===== src/rtl/core/sfd_pkg.sv =====
// ----------------------------------------------------------------------------
// sfd_pkg
// Shared constants and types for the SLIP frame decoder: link byte codes,
// result status codes, buffer geometry and the buffer write and read requests.
// ----------------------------------------------------------------------------
package sfd_pkg;

  // Frame buffer geometry. The frame length output is 7 bits wide, so the
  // depth stays at 64 entries.
  localparam int unsigned FRAME_DEPTH = 64;
  localparam int unsigned ADDR_W      = $clog2(FRAME_DEPTH);
  localparam int unsigned CNT_W       = $clog2(FRAME_DEPTH + 1);

  // Special byte values of the SLIP line coding.
  localparam logic [7:0] SLIP_END     = 8'hC0;
  localparam logic [7:0] SLIP_ESC     = 8'hDB;
  localparam logic [7:0] SLIP_ESC_END = 8'hDC;
  localparam logic [7:0] SLIP_ESC_ESC = 8'hDD;

  // Status carried with every result.
  typedef enum logic [1:0] {
    ST_DATA     = 2'd0,
    ST_OVERFLOW = 2'd1,
    ST_BAD_ESC  = 2'd2
  } status_e;

  // One write into the frame buffer.
  typedef struct packed {
    logic              en;
    logic [ADDR_W-1:0] addr;
    logic [7:0]        data;
  } sfd_wr_t;

  // One read from the frame buffer.
  typedef struct packed {
    logic              en;
    logic [ADDR_W-1:0] addr;
  } sfd_rd_t;

endpackage


===== src/rtl/core/sfd_frame_buf.sv =====
// ----------------------------------------------------------------------------
// sfd_frame_buf
// Single-clock frame buffer: one write port, one read port with a registered
// read data output.
// ----------------------------------------------------------------------------
module sfd_frame_buf (
  input  logic            clk_i,
  input  sfd_pkg::sfd_wr_t wr_i,
  input  sfd_pkg::sfd_rd_t rd_i,
  output logic [7:0]      rd_data_o
);

  logic [7:0] mem_q [sfd_pkg::FRAME_DEPTH];
  logic [7:0] rd_data_q;

  always_ff @(posedge clk_i) begin
    if (wr_i.en) begin
      mem_q[wr_i.addr] <= wr_i.data;
    end
  end

  // Read data holds its value while no read is issued.
  always_ff @(posedge clk_i) begin
    if (rd_i.en) begin
      rd_data_q <= mem_q[rd_i.addr];
    end
  end

  assign rd_data_o = rd_data_q;

endmodule


===== src/rtl/core/slip_frame_decoder.sv =====
// ----------------------------------------------------------------------------
// slip_frame_decoder
// Receive-side SLIP decoder: removes escaping, collects the decoded bytes of
// one frame in a buffer and plays the frame out byte by byte on END.
// ----------------------------------------------------------------------------
// Usage:
// - Input channel (rx_valid_i / rx_stall_o / rx_byte_i) carries one raw link
//   byte per request. A data byte or an escape sequence is absorbed and written
//   into the frame buffer; no result is produced for it unless it overflows.
// - Output channel (out_valid_o / out_stall_i) carries one result per request:
//   a frame byte with its status, last-byte mark and frame length, or a single
//   error result (overflow or bad escape) after which the frame is dropped.
// - An END byte closing a frame of n >= 2 bytes starts the playout. Each byte
//   is read from the buffer in S_READ and loaded into the output register in
//   S_LOAD, which waits while the receiver stalls a held result. The input
//   is stalled for the whole playout.
// - Results leave through an output register, so an error result appears in
//   the cycle after its request; a frame byte goes through S_READ and S_LOAD.
// - The input is also stalled while a finished result waits in the output
//   register and the receiver stalls it, since the next byte might need it.
// - Configuration (cfg_valid_i / cfg_ready_o / cfg_frame_limit_i) writes the
//   frame limit; it is always ready and must only be written while idle.
//   Limits above the buffer depth act as the buffer depth.
// - Reset clears the byte count, the escape flag and the output valid flag and
//   sets the frame limit to 64. Buffer contents are not cleared: only entries
//   written in the current frame are ever read.
// ----------------------------------------------------------------------------
module slip_frame_decoder (
  input  logic       clk_i,
  input  logic       rst_ni,
  // Raw link bytes in
  input  logic       rx_valid_i,
  output logic       rx_stall_o,
  input  logic [7:0] rx_byte_i,
  // Decoded results out
  output logic       out_valid_o,
  input  logic       out_stall_i,
  output logic [1:0] status_o,
  output logic [7:0] frame_byte_o,
  output logic       last_byte_o,
  output logic [6:0] frame_length_o,
  // Frame limit register write
  input  logic       cfg_valid_i,
  output logic       cfg_ready_o,
  input  logic [6:0] cfg_frame_limit_i
);

  localparam int unsigned CW = sfd_pkg::CNT_W;
  localparam int unsigned AW = sfd_pkg::ADDR_W;

  typedef enum logic [2:0] {
    S_IDLE = 3'b001,
    S_READ = 3'b010,
    S_LOAD = 3'b100
  } state_e;

  state_e          state_q, state_d;
  logic [6:0]      limit_q;
  logic [CW-1:0]   fill_q, fill_d;
  logic            esc_q, esc_d;
  logic [CW-1:0]   rd_idx_q, rd_idx_d;
  logic [CW-1:0]   emit_len_q, emit_len_d;

  // Output register
  logic            out_valid_q, out_valid_d;
  sfd_pkg::status_e status_q, status_d;
  logic [7:0]      byte_q, byte_d;
  logic            last_q, last_d;
  logic [CW-1:0]   len_q, len_d;
  logic            out_load;

  sfd_pkg::sfd_wr_t wr;
  sfd_pkg::sfd_rd_t rd;
  logic [7:0]       rd_data;

  logic            rx_fire;
  logic            out_free;
  logic [CW-1:0]   eff_limit;
  logic [CW-1:0]   close_len;
  logic            do_store;
  logic [7:0]      store_byte;

  sfd_frame_buf u_buf (
    .clk_i     (clk_i),
    .wr_i      (wr),
    .rd_i      (rd),
    .rd_data_o (rd_data)
  );

  // The output register can take a new result when it is empty or its
  // current result is being taken in this cycle.
  assign out_free   = !out_valid_q || !out_stall_i;
  assign rx_stall_o = (state_q != S_IDLE) || !out_free;
  assign rx_fire    = rx_valid_i && !rx_stall_o;

  assign cfg_ready_o = 1'b1;

  // Limits beyond the buffer depth behave as the depth itself.
  assign eff_limit = (limit_q > CW'(sfd_pkg::FRAME_DEPTH)) ?
                     CW'(sfd_pkg::FRAME_DEPTH) : limit_q;
  assign close_len = (fill_q > eff_limit) ? eff_limit : fill_q;

  always_comb begin
    state_d    = state_q;
    fill_d     = fill_q;
    esc_d      = esc_q;
    rd_idx_d   = rd_idx_q;
    emit_len_d = emit_len_q;
    out_load   = 1'b0;
    status_d   = sfd_pkg::ST_DATA;
    byte_d     = 8'd0;
    last_d     = 1'b0;
    len_d      = '0;
    do_store   = 1'b0;
    store_byte = rx_byte_i;
    rd.en      = 1'b0;
    rd.addr    = rd_idx_q[AW-1:0];

    case (state_q)
      S_IDLE: begin
        if (rx_fire) begin
          if (esc_q) begin
            if (rx_byte_i == sfd_pkg::SLIP_ESC_END) begin
              do_store   = 1'b1;
              store_byte = sfd_pkg::SLIP_END;
            end else if (rx_byte_i == sfd_pkg::SLIP_ESC_ESC) begin
              do_store   = 1'b1;
              store_byte = sfd_pkg::SLIP_ESC;
            end else begin
              out_load = 1'b1;
              status_d = sfd_pkg::ST_BAD_ESC;
              fill_d   = '0;
              esc_d    = 1'b0;
            end
          end else if (rx_byte_i == sfd_pkg::SLIP_END) begin
            fill_d = '0;
            esc_d  = 1'b0;
            if (close_len >= CW'(2)) begin
              emit_len_d = close_len;
              rd_idx_d   = '0;
              state_d    = S_READ;
            end
          end else if (rx_byte_i == sfd_pkg::SLIP_ESC) begin
            esc_d = 1'b1;
          end else begin
            do_store = 1'b1;
          end

          if (do_store) begin
            esc_d = 1'b0;
            if (fill_q >= eff_limit) begin
              out_load = 1'b1;
              status_d = sfd_pkg::ST_OVERFLOW;
              fill_d   = '0;
            end else begin
              fill_d = fill_q + CW'(1);
            end
          end
        end
      end

      S_READ: begin
        rd.en   = 1'b1;
        state_d = S_LOAD;
      end

      S_LOAD: begin
        if (out_free) begin
          out_load = 1'b1;
          byte_d   = rd_data;
          len_d    = emit_len_q;
          if (rd_idx_q + CW'(1) == emit_len_q) begin
            last_d  = 1'b1;
            state_d = S_IDLE;
          end else begin
            rd_idx_d = rd_idx_q + CW'(1);
            state_d  = S_READ;
          end
        end
      end

      default: begin
        state_d = S_IDLE;
      end
    endcase
  end

  // A store is only written when the count is below the limit, which is at
  // most the buffer depth, so the count fits the address.
  assign wr.en   = do_store && (fill_q < eff_limit);
  assign wr.addr = fill_q[AW-1:0];
  assign wr.data = store_byte;

  always_comb begin
    if (out_load) begin
      out_valid_d = 1'b1;
    end else if (!out_stall_i) begin
      out_valid_d = 1'b0;
    end else begin
      out_valid_d = out_valid_q;
    end
  end

  always_ff @(posedge clk_i or negedge rst_ni) begin
    if (!rst_ni) begin
      state_q     <= S_IDLE;
      limit_q     <= 7'd64;
      fill_q      <= '0;
      esc_q       <= 1'b0;
      rd_idx_q    <= '0;
      emit_len_q  <= '0;
      out_valid_q <= 1'b0;
    end else begin
      state_q     <= state_d;
      fill_q      <= fill_d;
      esc_q       <= esc_d;
      rd_idx_q    <= rd_idx_d;
      emit_len_q  <= emit_len_d;
      out_valid_q <= out_valid_d;
      if (cfg_valid_i && cfg_ready_o) begin
        limit_q <= cfg_frame_limit_i;
      end
    end
  end

  always_ff @(posedge clk_i) begin
    if (out_load) begin
      status_q <= status_d;
      byte_q   <= byte_d;
      last_q   <= last_d;
      len_q    <= len_d;
    end
  end

  assign out_valid_o    = out_valid_q;
  assign status_o       = status_q;
  assign frame_byte_o   = byte_q;
  assign last_byte_o    = last_q;
  assign frame_length_o = len_q;

  // --------------------------------------------------------------------------
  // Assertions
  // --------------------------------------------------------------------------

  // Playout only reads entries that belong to the frame being emitted.
  assert property (@(posedge clk_i) disable iff (!rst_ni)
    (state_q == S_READ) |-> (rd_idx_q < emit_len_q))
    else $error("frame buffer read beyond frame length");

  // A frame under playout always holds at least two bytes and fits the buffer.
  assert property (@(posedge clk_i) disable iff (!rst_ni)
    (state_q != S_IDLE) |->
      (emit_len_q >= CW'(2) && emit_len_q <= CW'(sfd_pkg::FRAME_DEPTH)))
    else $error("playout length out of range");

  // The byte count never passes the buffer depth.
  assert property (@(posedge clk_i) disable iff (!rst_ni)
    fill_q <= CW'(sfd_pkg::FRAME_DEPTH))
    else $error("fill count beyond buffer depth");

  // Leaving playout always leaves the marked last byte in the output register.
  assert property (@(posedge clk_i) disable iff (!rst_ni)
    (state_q == S_LOAD && state_d == S_IDLE) |=> (out_valid_q && last_q))
    else $error("playout ended without a last byte");

endmodule


===== config.mk =====
export PLATFORM = sky130hd
export DESIGN_NAME = slip_frame_decoder
export DESIGN_NICKNAME = d
export VERILOG_FILES = /design/src/rtl/core/sfd_pkg.sv /design/src/rtl/core/sfd_frame_buf.sv /design/src/rtl/core/slip_frame_decoder.sv
export SDC_FILE = /design/constraint.sdc
export NUM_CORES = 1
export LEC_CHECK = 0
export BUFFER_PORTS_ARGS = -buffer_cell sky130_fd_sc_hd__buf_2
export CAP_MARGIN = 20
export CORE_UTILIZATION = 40
export CTS_CLUSTER_SIZE = 28
export DETAILED_ROUTE_END_ITERATION = 10
export PLACE_DENSITY = 0.54
export SKIP_CTS_REPAIR_TIMING = 1
export SLEW_MARGIN = 20
export SYNTH_ARGS = -nofsm -noshare
export SYNTH_HDL_FRONTEND = slang
export SYNTH_SLANG_ARGS = --single-unit

===== constraint.sdc =====
create_clock -name clk_i -period 2.75 [get_ports clk_i]
set_input_delay 0.275 -clock clk_i [delete_from_list [all_inputs] [get_ports clk_i]]
set_output_delay 0.275 -clock clk_i [all_outputs]
set_load 0.1 [all_outputs]

==> results of run 1 <==
routing by layer:
metal / wire length (µm) / vias up / GRT usage [%]
li1: - / 4981 / -
met4: 1364 / 2 / 5.771
met3: 2571 / 87 / 3.957
met5: 13 / - / 0
met1: 23120 / 5943 / 25.55
met2: 25140 / 270 / 29.76
critical path: stages (launching register included):
cell and delay, ns:
dfstp_2 0.53, inv_1 0.10, ha_1 0.36, a21oi_2 0.17, o21a_1 0.17, nand2_2 0.10, nor4_4 0.39, nand2_1 0.16
buf_12 0.18, nor2_1 0.14, buf_4 0.18
flip-flops by register name, indices dropped and copies added (netlist names):
| register | count |
|---|---|
| emit_len_q | 7 |
| esc_q | 1 |
| fill_q | 7 |
| frame_byte_o | 8 |
| frame_length_o | 7 |
| last_byte_o | 1 |
| limit_q | 7 |
| out_valid_o | 1 |
| rd_idx_q | 7 |
| state_q | 3 |
| status_o | 2 |
| u_buf.mem_q | 512 |
| u_buf.rd_data_o | 8 |
power breakdown:
part           internal (W)  switching, W
logic              0.000933       0.00141
registers           0.00967     0.0000659
clock network       0.00476       0.00329
total                0.0154       0.00477
cell families (layout without fill, tap and decap cells):
kind of cell	Yosys count	in the layout	synth area share (%)
compound gates	84	84	2.628
xor+xnor	9	9	0.3463
fa+ha+maj	9	9	0.4948
buf+inv	71	308	1.352
flops	571	571	74.62
mux	169	169	16.26
other cells	1	1	0.01648
simple gates	202	202	4.277
final cells by class:
class / count / area, µm²
Fill cell: 4675 / 29140
Sequential cell: 571 / 16990
Multi-Input combinational cell: 474 / 5550
Timing Repair Buffer: 197 / 1690
Clock buffer: 69 / 1514
Tap cell: 756 / 945.9
Clock inverter: 36 / 416.7
Inverter: 6 / 22.52
per-stage QoR:
stage	total power (W)	instances	instance area, µm²	TNS [ns]	setup WS [ns]
floorplan	0.01134	1116	22760	-1.889	-0.03139
global placement	0.01224	1994	24950	-7.904	-0.09638
detailed placement	0.01224	1994	24950	-21.07	-0.1621
CTS	0.02029	2099	26880	-29.11	-0.1831
global route	0.02079	2109	27130	-45.43	-0.1914
finish	0.02013	2109	27130	-0.1217	-0.01438
layout by cell type, fill, tap and decap left out, types with 6 or more instances in the layout:
master         instances
clkbuf_16             59
and3_1                18
edfxtp_1             538
bufinv_16              9
nand2_1               45
mux2_2                 6
dlygate4sd3_1         10
buf_2                 39
o21ai_0               12
buf_4                114
buf_12                16
o21a_1                 8
clkinv_2               9
a21oi_1               10
clkinv_1              10
nor2_1                74
a22oi_1               16
o21ai_1                9
buf_6                 17
nand3_1                9
ha_1                   8
nor2_2                 9
clkbuf_1              10
dfrtp_1               27
mux4_2               160
worst max path at each step:
stage	from	endpoint	slack, ns	cells past startpoint
after global routing	limit_q[6]	u_buf.mem_q[48][7]	-0.19	11
after detailed placement	limit_q[6]	u_buf.mem_q[51][4]	-0.16	11
after CTS	limit_q[6]	u_buf.mem_q[51][0]	-0.18	11
final	limit_q[6]	u_buf.mem_q[52][7]	-0.01	10
after global placement	limit_q[6]	u_buf.mem_q[51][2]	-0.1	11
after floorplan	limit_q[6]	u_buf.mem_q[63][0]	-0.03	9
==> impl_metrics.tcl, run 1 <==
set metrics [dict create \
    vias_per_cell 5.350 \
    antenna_found_initial 1 \
    p_leak_nw 8.921 \
    rrSetupSlack_ns -0.01 \
    initial_core_util_pct 40.44 \
    synth_nets 1145 \
    drt-wirelength-per-cell_um 24.76 \
    slew_violations 0 \
    synth.top_cell.area_share_pct 70.98 \
    drive_gt1_share_pct 35.48 \
    port_buffers 39 \
    h-tree-depth 2 \
    grt_pass1_vias 11590 \
    hold_path_class "in -> reg" \
    fin_util_pct 48.21 \
    clk_latency_ns 0.62 \
    synth_top_area_cell "edfxtp_1" \
    numClockSinks 571 \
    yosysSeqAreaShare_pct 74.62 \
    worst_hold_path.endpoint "limit_q[4]" \
    r2r_end "u_buf.mem_q[52][7]" \
    path_max_fanout 8 \
    required_ns 3.07 \
    synth_edf_count 538 \
    violations "setup timing" \
    gr-total-overflow 0 \
    drtAntennaViolNets 0 \
    async_flop_share_pct 5.779 \
    synth_cells 1116 \
    fin_crit_ns 2.764 \
    rsz0062_at_grt "true" \
    routed_wirelength_mm 52.21 \
    finalCritPeriodShare_pct 100.5 \
    fin_ws_ns -0.01438 \
    worstPathArrival_ns 3.09 \
    synthTopCellsByArea "edfxtp_1 71%, mux4_2 16%, dfrtp_1 3.4%, nor2_1 1.4%, nand2_1 0.78%" \
    clkTransAtPathRegs_ns 0.06 \
    drtPass1Iterations 4 \
    ys.flop_type "edfxtp_1" \
    core-area_mm2 0.05628 \
    cts.path.max_buffers 3 \
    ys_seq_elements 571 \
    worstReg2RegStart "limit_q[6]" \
    vias 11280 \
    netlist_top_cells_count "538 x edfxtp_1, 160 x mux4_2, 83 x nor2_1, 47 x nand2_1" \
    yosys_warnings 0 \
    grt_pass1_wl_mm 77.23 \
    row_count 87 \
    cts-root-buf "clkbuf_16" \
    hold_slack_ns 0.06468 \
    cap_viol_max_count 0 \
    grt_max_degree 68 \
    tightest_slew_ns 0.8796 \
    syn_area_mm2 0.02276 \
    irDropWorstVdd_mv 0.4376 \
    critical_path_class "reg -> reg" \
    slew_headroom_pct 41.36 \
    area_growth_pct 19.22 \
    avgSynthCellArea_um2 20.39 \
    numCtsBuffers 59 \
    start_kind "register" \
    status "complete, but fails checks" \
    die-area_mm2 0.05786 \
    die_w_um 240.5 \
    rr_worst_depth 10 \
    synth_cell_types 58 \
    nets 1338 \
    min_from "cfg_valid_i" \
    dp_hpwl_mm 32.68 \
    finClkSkew_ns 0.01708 \
    drc 0 \
    antenna_cells 0 \
    gp_congestion 0.8136 \
    cts_tree "done" \
    cellPowerDensity_mw_per_mm2 742.1 \
    whs_path_depth 2 \
    drt_iter0_drc 1136 \
    io_pins 41 \
    finalHoldViolations 0 \
    synth_most_common_cell "edfxtp_1" \
    max_freq_mhz 361.7 \
    setup_viol 13 \
    grt_usage_pct 18.59 \
    fp.dieH_um 240.5 \
    cp-end-kind "register" \
]
Note: power is estimated with default switching activity, not from simulation.
==> run 2, diff against run 1 <==
--- a/config.mk
+++ b/config.mk
@@ -7,10 +7,12 @@
 export LEC_CHECK = 0
 export BUFFER_PORTS_ARGS = -buffer_cell sky130_fd_sc_hd__buf_2
 export CAP_MARGIN = 20
+export CELL_PAD_IN_SITES_DETAIL_PLACEMENT = 2
+export CELL_PAD_IN_SITES_GLOBAL_PLACEMENT = 2
 export CORE_UTILIZATION = 40
 export CTS_CLUSTER_SIZE = 28
 export DETAILED_ROUTE_END_ITERATION = 10
-export PLACE_DENSITY = 0.54
+export PLACE_DENSITY = 0.65
 export SKIP_CTS_REPAIR_TIMING = 1
 export SLEW_MARGIN = 20
 export SYNTH_ARGS = -nofsm -noshare
==> impl_metrics.tcl, run 2 (synthesis gave the netlist of run 1 again) <==
set metrics [dict create \
    fin_util_pct 49.16 \
    slew_headroom_pct 39.73 \
    die_w_um 240.5 \
    path_max_fanout 8 \
    core-area_mm2 0.05628 \
    fin_setup_tns_ns -7.720 \
    clk_latency_ns 0.64 \
    drtAntennaViolNets 0 \
    cts_tree "done" \
    io_pins 41 \
    drtPass1Iterations 5 \
    slew_violations 0 \
    violations "setup timing" \
    drt_iter0_drc 1008 \
    area_growth_pct 21.55 \
    max_flop_register "u_buf.mem_q" \
    required_ns 3.08 \
    setup_viol 185 \
    hold_path_class "in -> reg" \
    cellPowerDensity_mw_per_mm2 719.1 \
    cap_viol_max_count 0 \
    max_freq_mhz 349.2 \
    die-area_mm2 0.05786 \
    drc 0 \
    place_ws_ns -0.1029 \
    finClkSkew_ns 0.02453 \
    fp.dieH_um 240.5 \
    vias 11900 \
    cts.path.max_buffers 3 \
    multi_input_area_mm2 0.005829 \
    start_kind "register" \
    hold_slack_ns 0.03086 \
    gp_congestion 0.8052 \
    fill_cells 4964 \
    finalHoldViolations 0 \
    fin_crit_ns 2.864 \
    largest_reg_flops 512 \
    initial_core_util_pct 40.44 \
    worstPathArrival_ns 3.19 \
    final_common_cell "edfxtp_1" \
    critical_path_class "reg -> reg" \
    drive_gt1_share_pct 39.69 \
    antenna_found_initial 1 \
    rsz0062_at_grt "true" \
    grt_max_degree 68 \
    dp_hpwl_mm 40.86 \
    nets 1352 \
    numCtsBuffers 58 \
    register_area_mm2 0.01699 \
    numClockSinks 571 \
    cts-root-buf "clkbuf_16" \
    rrSetupSlack_ns -0.11 \
    irDropWorstVdd_mv 0.4722 \
    cp-end-kind "register" \
    layout_common_cells "538 x edfxtp_1, 160 x mux4_2, 77 x buf_4" \
    grt_pass1_vias 12940 \
    status "complete, but fails checks" \
    gr-total-overflow 0 \
    tightest_slew_ns 0.9040 \
    drt-wirelength-per-cell_um 30.13 \
    routed_wirelength_mm 64.18 \
    clkTransAtPathRegs_ns 0.06 \
    total_power_w 0.01989 \
    p_leak_nw 9.020 \
    grt_usage_pct 22.77 \
    vias_per_cell 5.586 \
    h-tree-depth 2 \
    port_buffers 39 \
    fin_ws_ns -0.1141 \
    row_count 87 \
    grt_pass1_wl_mm 93.09 \
    finalCritPeriodShare_pct 104.1 \
]
-- run 2: cell types whose count changed in the layout (fill, tap and decap cells not counted), moves of 9 or more --
cell | before | now
nor2_4 | 0 | 25
nor2_1 | 74 | 33
buf_12 | 16 | 25
buf_4 | 114 | 77
buf_6 | 17 | 55
nor2_2 | 9 | 25
-- run 2: critical path: stages, from the launching register on --
cell,delay [ns]
dfstp_2,0.56
clkinvlp_4,0.20
nand2_4,0.15
ha_4,0.22
a21oi_4,0.16
a21o_1,0.16
nand2_2,0.08
or4_1,0.50
buf_6,0.20
nor2_1,0.12
buf_4,0.19
-- run 2: area by class of cell --
type | instances | share of cell area (%)
Inverter | 6 | 0.09498
Clock inverter | 39 | 1.022
Antenna cell | 1 | 0.009046
Clock buffer | 71 | 5.423
Tap cell | 756 | 3.419
Sequential cell | 571 | 61.43
Multi-Input combinational cell | 474 | 21.07
Timing Repair Buffer | 212 | 7.531
-- run 2: metal layers --
metal / up-vias / global-route usage, % / share of wire (%)
li1: 5026 / - / -
met1: 6451 / 30.14 / 41
met2: 333 / 39.05 / 52
met3: 89 / 3.111 / 4.6
met4: 0 / 7.141 / 2.7
met5: - / 0 / 0
-- run 2: worst paths after layout --
kind | startpoint | end | cells after the start
hold reg to reg | limit_q[0] | limit_q[0] | 1
hold / removal | cfg_valid_i | limit_q[1] | 2
setup reg to reg | limit_q[6] | u_buf.mem_q[15][0] | 10
setup / recovery | limit_q[6] | u_buf.mem_q[15][0] | 10
min in group asynchronous | rst_ni | limit_q[3] | 2
max in group asynchronous | rst_ni | rd_idx_q[0] | 2
-- run 2: per-stage QoR --
stage | instance area [µm²] | instances
after floorplan | 22760 | 1116
after CTS | 26900 | 2114
after global routing | 27660 | 2129
after detailed placement | 25120 | 2004
final | 27660 | 2130
after global placement | 25120 | 2004
-- run 2: power breakdown --
| group | leakage (nW) | switching, W | internal [W] |
|---|---|---|---|
| Sequential | 5.27 | 0.0000656 | 0.00967 |
| Clock | 0.872 | 0.00341 | 0.00416 |
| Combinational | 2.88 | 0.00157 | 0.00102 |
==> run 3, diff against run 2 <==
--- a/config.mk
+++ b/config.mk
@@ -5,14 +5,16 @@
 export SDC_FILE = /design/constraint.sdc
 export NUM_CORES = 1
 export LEC_CHECK = 0
+export ABC_AREA = 1
 export BUFFER_PORTS_ARGS = -buffer_cell sky130_fd_sc_hd__buf_2
 export CAP_MARGIN = 20
 export CELL_PAD_IN_SITES_DETAIL_PLACEMENT = 2
 export CELL_PAD_IN_SITES_GLOBAL_PLACEMENT = 2
+export CORE_ASPECT_RATIO = 0.75
 export CORE_UTILIZATION = 40
 export CTS_CLUSTER_SIZE = 28
 export DETAILED_ROUTE_END_ITERATION = 10
-export PLACE_DENSITY = 0.65
+export PLACE_DENSITY = 0.73
 export SKIP_CTS_REPAIR_TIMING = 1
 export SLEW_MARGIN = 20
 export SYNTH_ARGS = -nofsm -noshare
==> impl_metrics.tcl, run 3 <==
set metrics [dict create \
    finClkSkew_ns 0.02338 \
    antenna_found_initial 0 \
    cp_num_buf_inv 5 \
    synth_cells 1961 \
    numClockSinks 571 \
    grt_pass1_wl_mm 125.5 \
    p_int_w 0.01530 \
    irDropWorstVdd_mv 0.5638 \
    vias 17590 \
    post-place-cells 2845 \
    antenna_cells 0 \
    async_flop_share_pct 5.779 \
    path_max_fanout 8 \
    drtAntennaViolNets 0 \
    routed_wirelength_mm 90.95 \
    start_kind "register" \
    p_leak_nw 10.21 \
    avgSynthCellArea_um2 12.10 \
    crit_path_top_delay_cell "dfrtp_1" \
    hold_path_class "in -> reg" \
    fin_ws_ns -0.2528 \
    crit_path_max_incr_delay_ns 0.42 \
    p_seq_share_pct 45.9 \
    power.share.clock_pct 38.0 \
    setup_viol 548 \
    violations "setup timing" \
    slew_headroom_pct 37.30 \
    core-area_mm2 0.05801 \
    crit_chain "nor2_2 -> nand3_1 -> nand2_2 -> inv_2 -> nor2_4 -> inv_2 -> ha_4 -> a21oi_2 -> nand2_2 -> nand2_4 -> nand4_4 -> nor2_8 -> buf_12 -> buf_12 -> nand2_8 -> nor2_4 -> buf_6" \
    gp_congestion 0.8801 \
    fin_setup_tns_ns -82.47 \
    clk_latency_ns 0.64 \
    rrSetupSlack_ns -0.25 \
    synth_cell_types 48 \
    cellPowerDensity_mw_per_mm2 734.3 \
    yosys_warnings 0 \
    initial_core_util_pct 40.89 \
    drt_iter0_drc 1667 \
    vias_per_cell 5.896 \
    synth_most_common_cell "edfxtp_1" \
    grt_pass1_vias 18210 \
    switchingPower_w 0.006193 \
    synthTopCellsByArea "edfxtp_1 68%, o21ai_0 6.8%, nor2_1 6.7%, o22ai_1 4.0%, dfrtp_1 3.3%" \
    row_count 76 \
    drive_gt1_share_pct 22.19 \
    clkTransAtPathRegs_ns 0.06 \
    cap_viol_max_count 0 \
    area_growth_pct 23.42 \
    swShare_pct 28.81 \
    grt_max_degree 131 \
    h-tree-depth 2 \
    p_comb_share_pct 16.1 \
    critical_path_class "reg -> reg" \
    io_pins 41 \
    finalCritPeriodShare_pct 109.2 \
    final_common_cell "edfxtp_1" \
    finalHoldViolations 0 \
    gr-total-overflow 0 \
    slew_violations 0 \
    tightest_slew_ns 0.9371 \
    yosysSeqAreaShare_pct 71.60 \
    port_buffers 39 \
    synth.top_cell.area_share_pct 68.11 \
    ys.flop_type "edfxtp_1" \
    max_freq_mhz 333.0 \
    die_w_um 283.2 \
    drt-wirelength-per-cell_um 30.48 \
    dp_hpwl_mm 56.53 \
    cts-root-buf "clkbuf_16" \
    synth_top_area_cell "edfxtp_1" \
    synth_nets 1990 \
    die-area_mm2 0.06028 \
    rsz0062_at_grt "true" \
    ys_seq_elements 571 \
    grt_usage_pct 28.59 \
    required_ns 3.08 \
    status "complete, but fails checks" \
    fin_crit_ns 3.003 \
    cts.path.max_buffers 3 \
    largest_reg_flops 512 \
    path_delay_family "simple AND/OR/NAND/NOR gates" \
    worstPathArrival_ns 3.34 \
    layout_common_cells "538 x edfxtp_1, 349 x nor2_1, 319 x o21ai_0" \
    max_flop_register "u_buf.mem_q" \
    nets 2187 \
    cts_tree "done" \
    layoutNonFillerInstCount 2984 \
    synth_edf_count 538 \
    numCtsBuffers 56 \
    cp-end-kind "register" \
    netlist_top_cells_count "538 x edfxtp_1, 423 x nor2_1, 320 x o21ai_0, 150 x o22ai_1, 149 x nand2_1" \
    syn_area_mm2 0.02372 \
    fp.dieH_um 212.9 \
    drtPass1Iterations 5 \
    total_power_w 0.02150 \
    drc 0 \
]
## run 3: final cells by class
cell class / instances / area (µm²)
clock inverter: 36 / 409.1
multi-input combinational: 1206 / 6599
clock buffer: 68 / 1468
tap: 780 / 975.9
fill: 5538 / 28730
sequential: 571 / 16990
inverter: 65 / 252.7
timing repair buffer: 258 / 2576
## run 3: power by group through the flow
stage / Sequential, W / Combinational [W] / Clock (W)
after CTS: 0.00986 / 0.00280 / 0.00822
after floorplan: 0.0106 / 0.000983 / 0
after global routing: 0.00988 / 0.00355 / 0.00851
after detailed placement: 0.0100 / 0.00279 / 0
final: 0.00987 / 0.00345 / 0.00817
after global placement: 0.0100 / 0.00269 / 0
## run 3: cell families (layout without fill, tap and decap cells)
logic type | count (synthesis) | after routing | synth area share [%]
other | 1 | 1 | 0.01581
adder cells (fa/ha/maj) | 9 | 9 | 0.4748
AND/OR/NAND/NOR | 665 | 667 | 11.94
multiplexers | 7 | 7 | 0.3007
AO/OA/AOI/OAI | 517 | 517 | 11.96
flip-flops | 571 | 571 | 71.60
XOR/XNOR | 5 | 5 | 0.1846
buffers and inverters | 186 | 427 | 3.518
## run 3: layer usage
metal	vias up	track usage [%]	wire (µm)
li1	7516	-	-
met1	9258	40.40	39650
met2	698	44.79	43290
met3	122	6.111	6001
met4	0	7.773	2002
met5	-	0	0
## run 3: worst min-delay path: stages
cell and delay [ns]:
buf_2 0.18, nand2_1 0.08, o21ai_0 0.06
## run 3: path summary, 6_finish.rpt
kind                       cells past startpoint                 end     startpoint
max                                           17  u_buf.mem_q[52][0]     limit_q[5]
min reg2reg                                    2       emit_len_q[0]  emit_len_q[0]
max in group asynchronous                      2         rd_idx_q[0]         rst_ni
max reg2reg                                   17  u_buf.mem_q[52][0]     limit_q[5]
min                                            3          limit_q[2]    cfg_valid_i
min in group asynchronous                      2         rd_idx_q[4]         rst_ni
## run 3: stage by stage
stage                     worst slack [ns]  util (%)  area, µm²  hold WS [ns]
final                              -0.2528     50.47      29270       0.03103
after global routing               -0.3638     50.47      29270       0.06640
after CTS                          -0.2906     48.12      27910       -0.2357
after detailed placement           -0.2958     44.89      26040        0.4397
after global placement             -0.1767     44.89      26040        0.4188
after floorplan                    -0.1864         -      23730      -0.02059
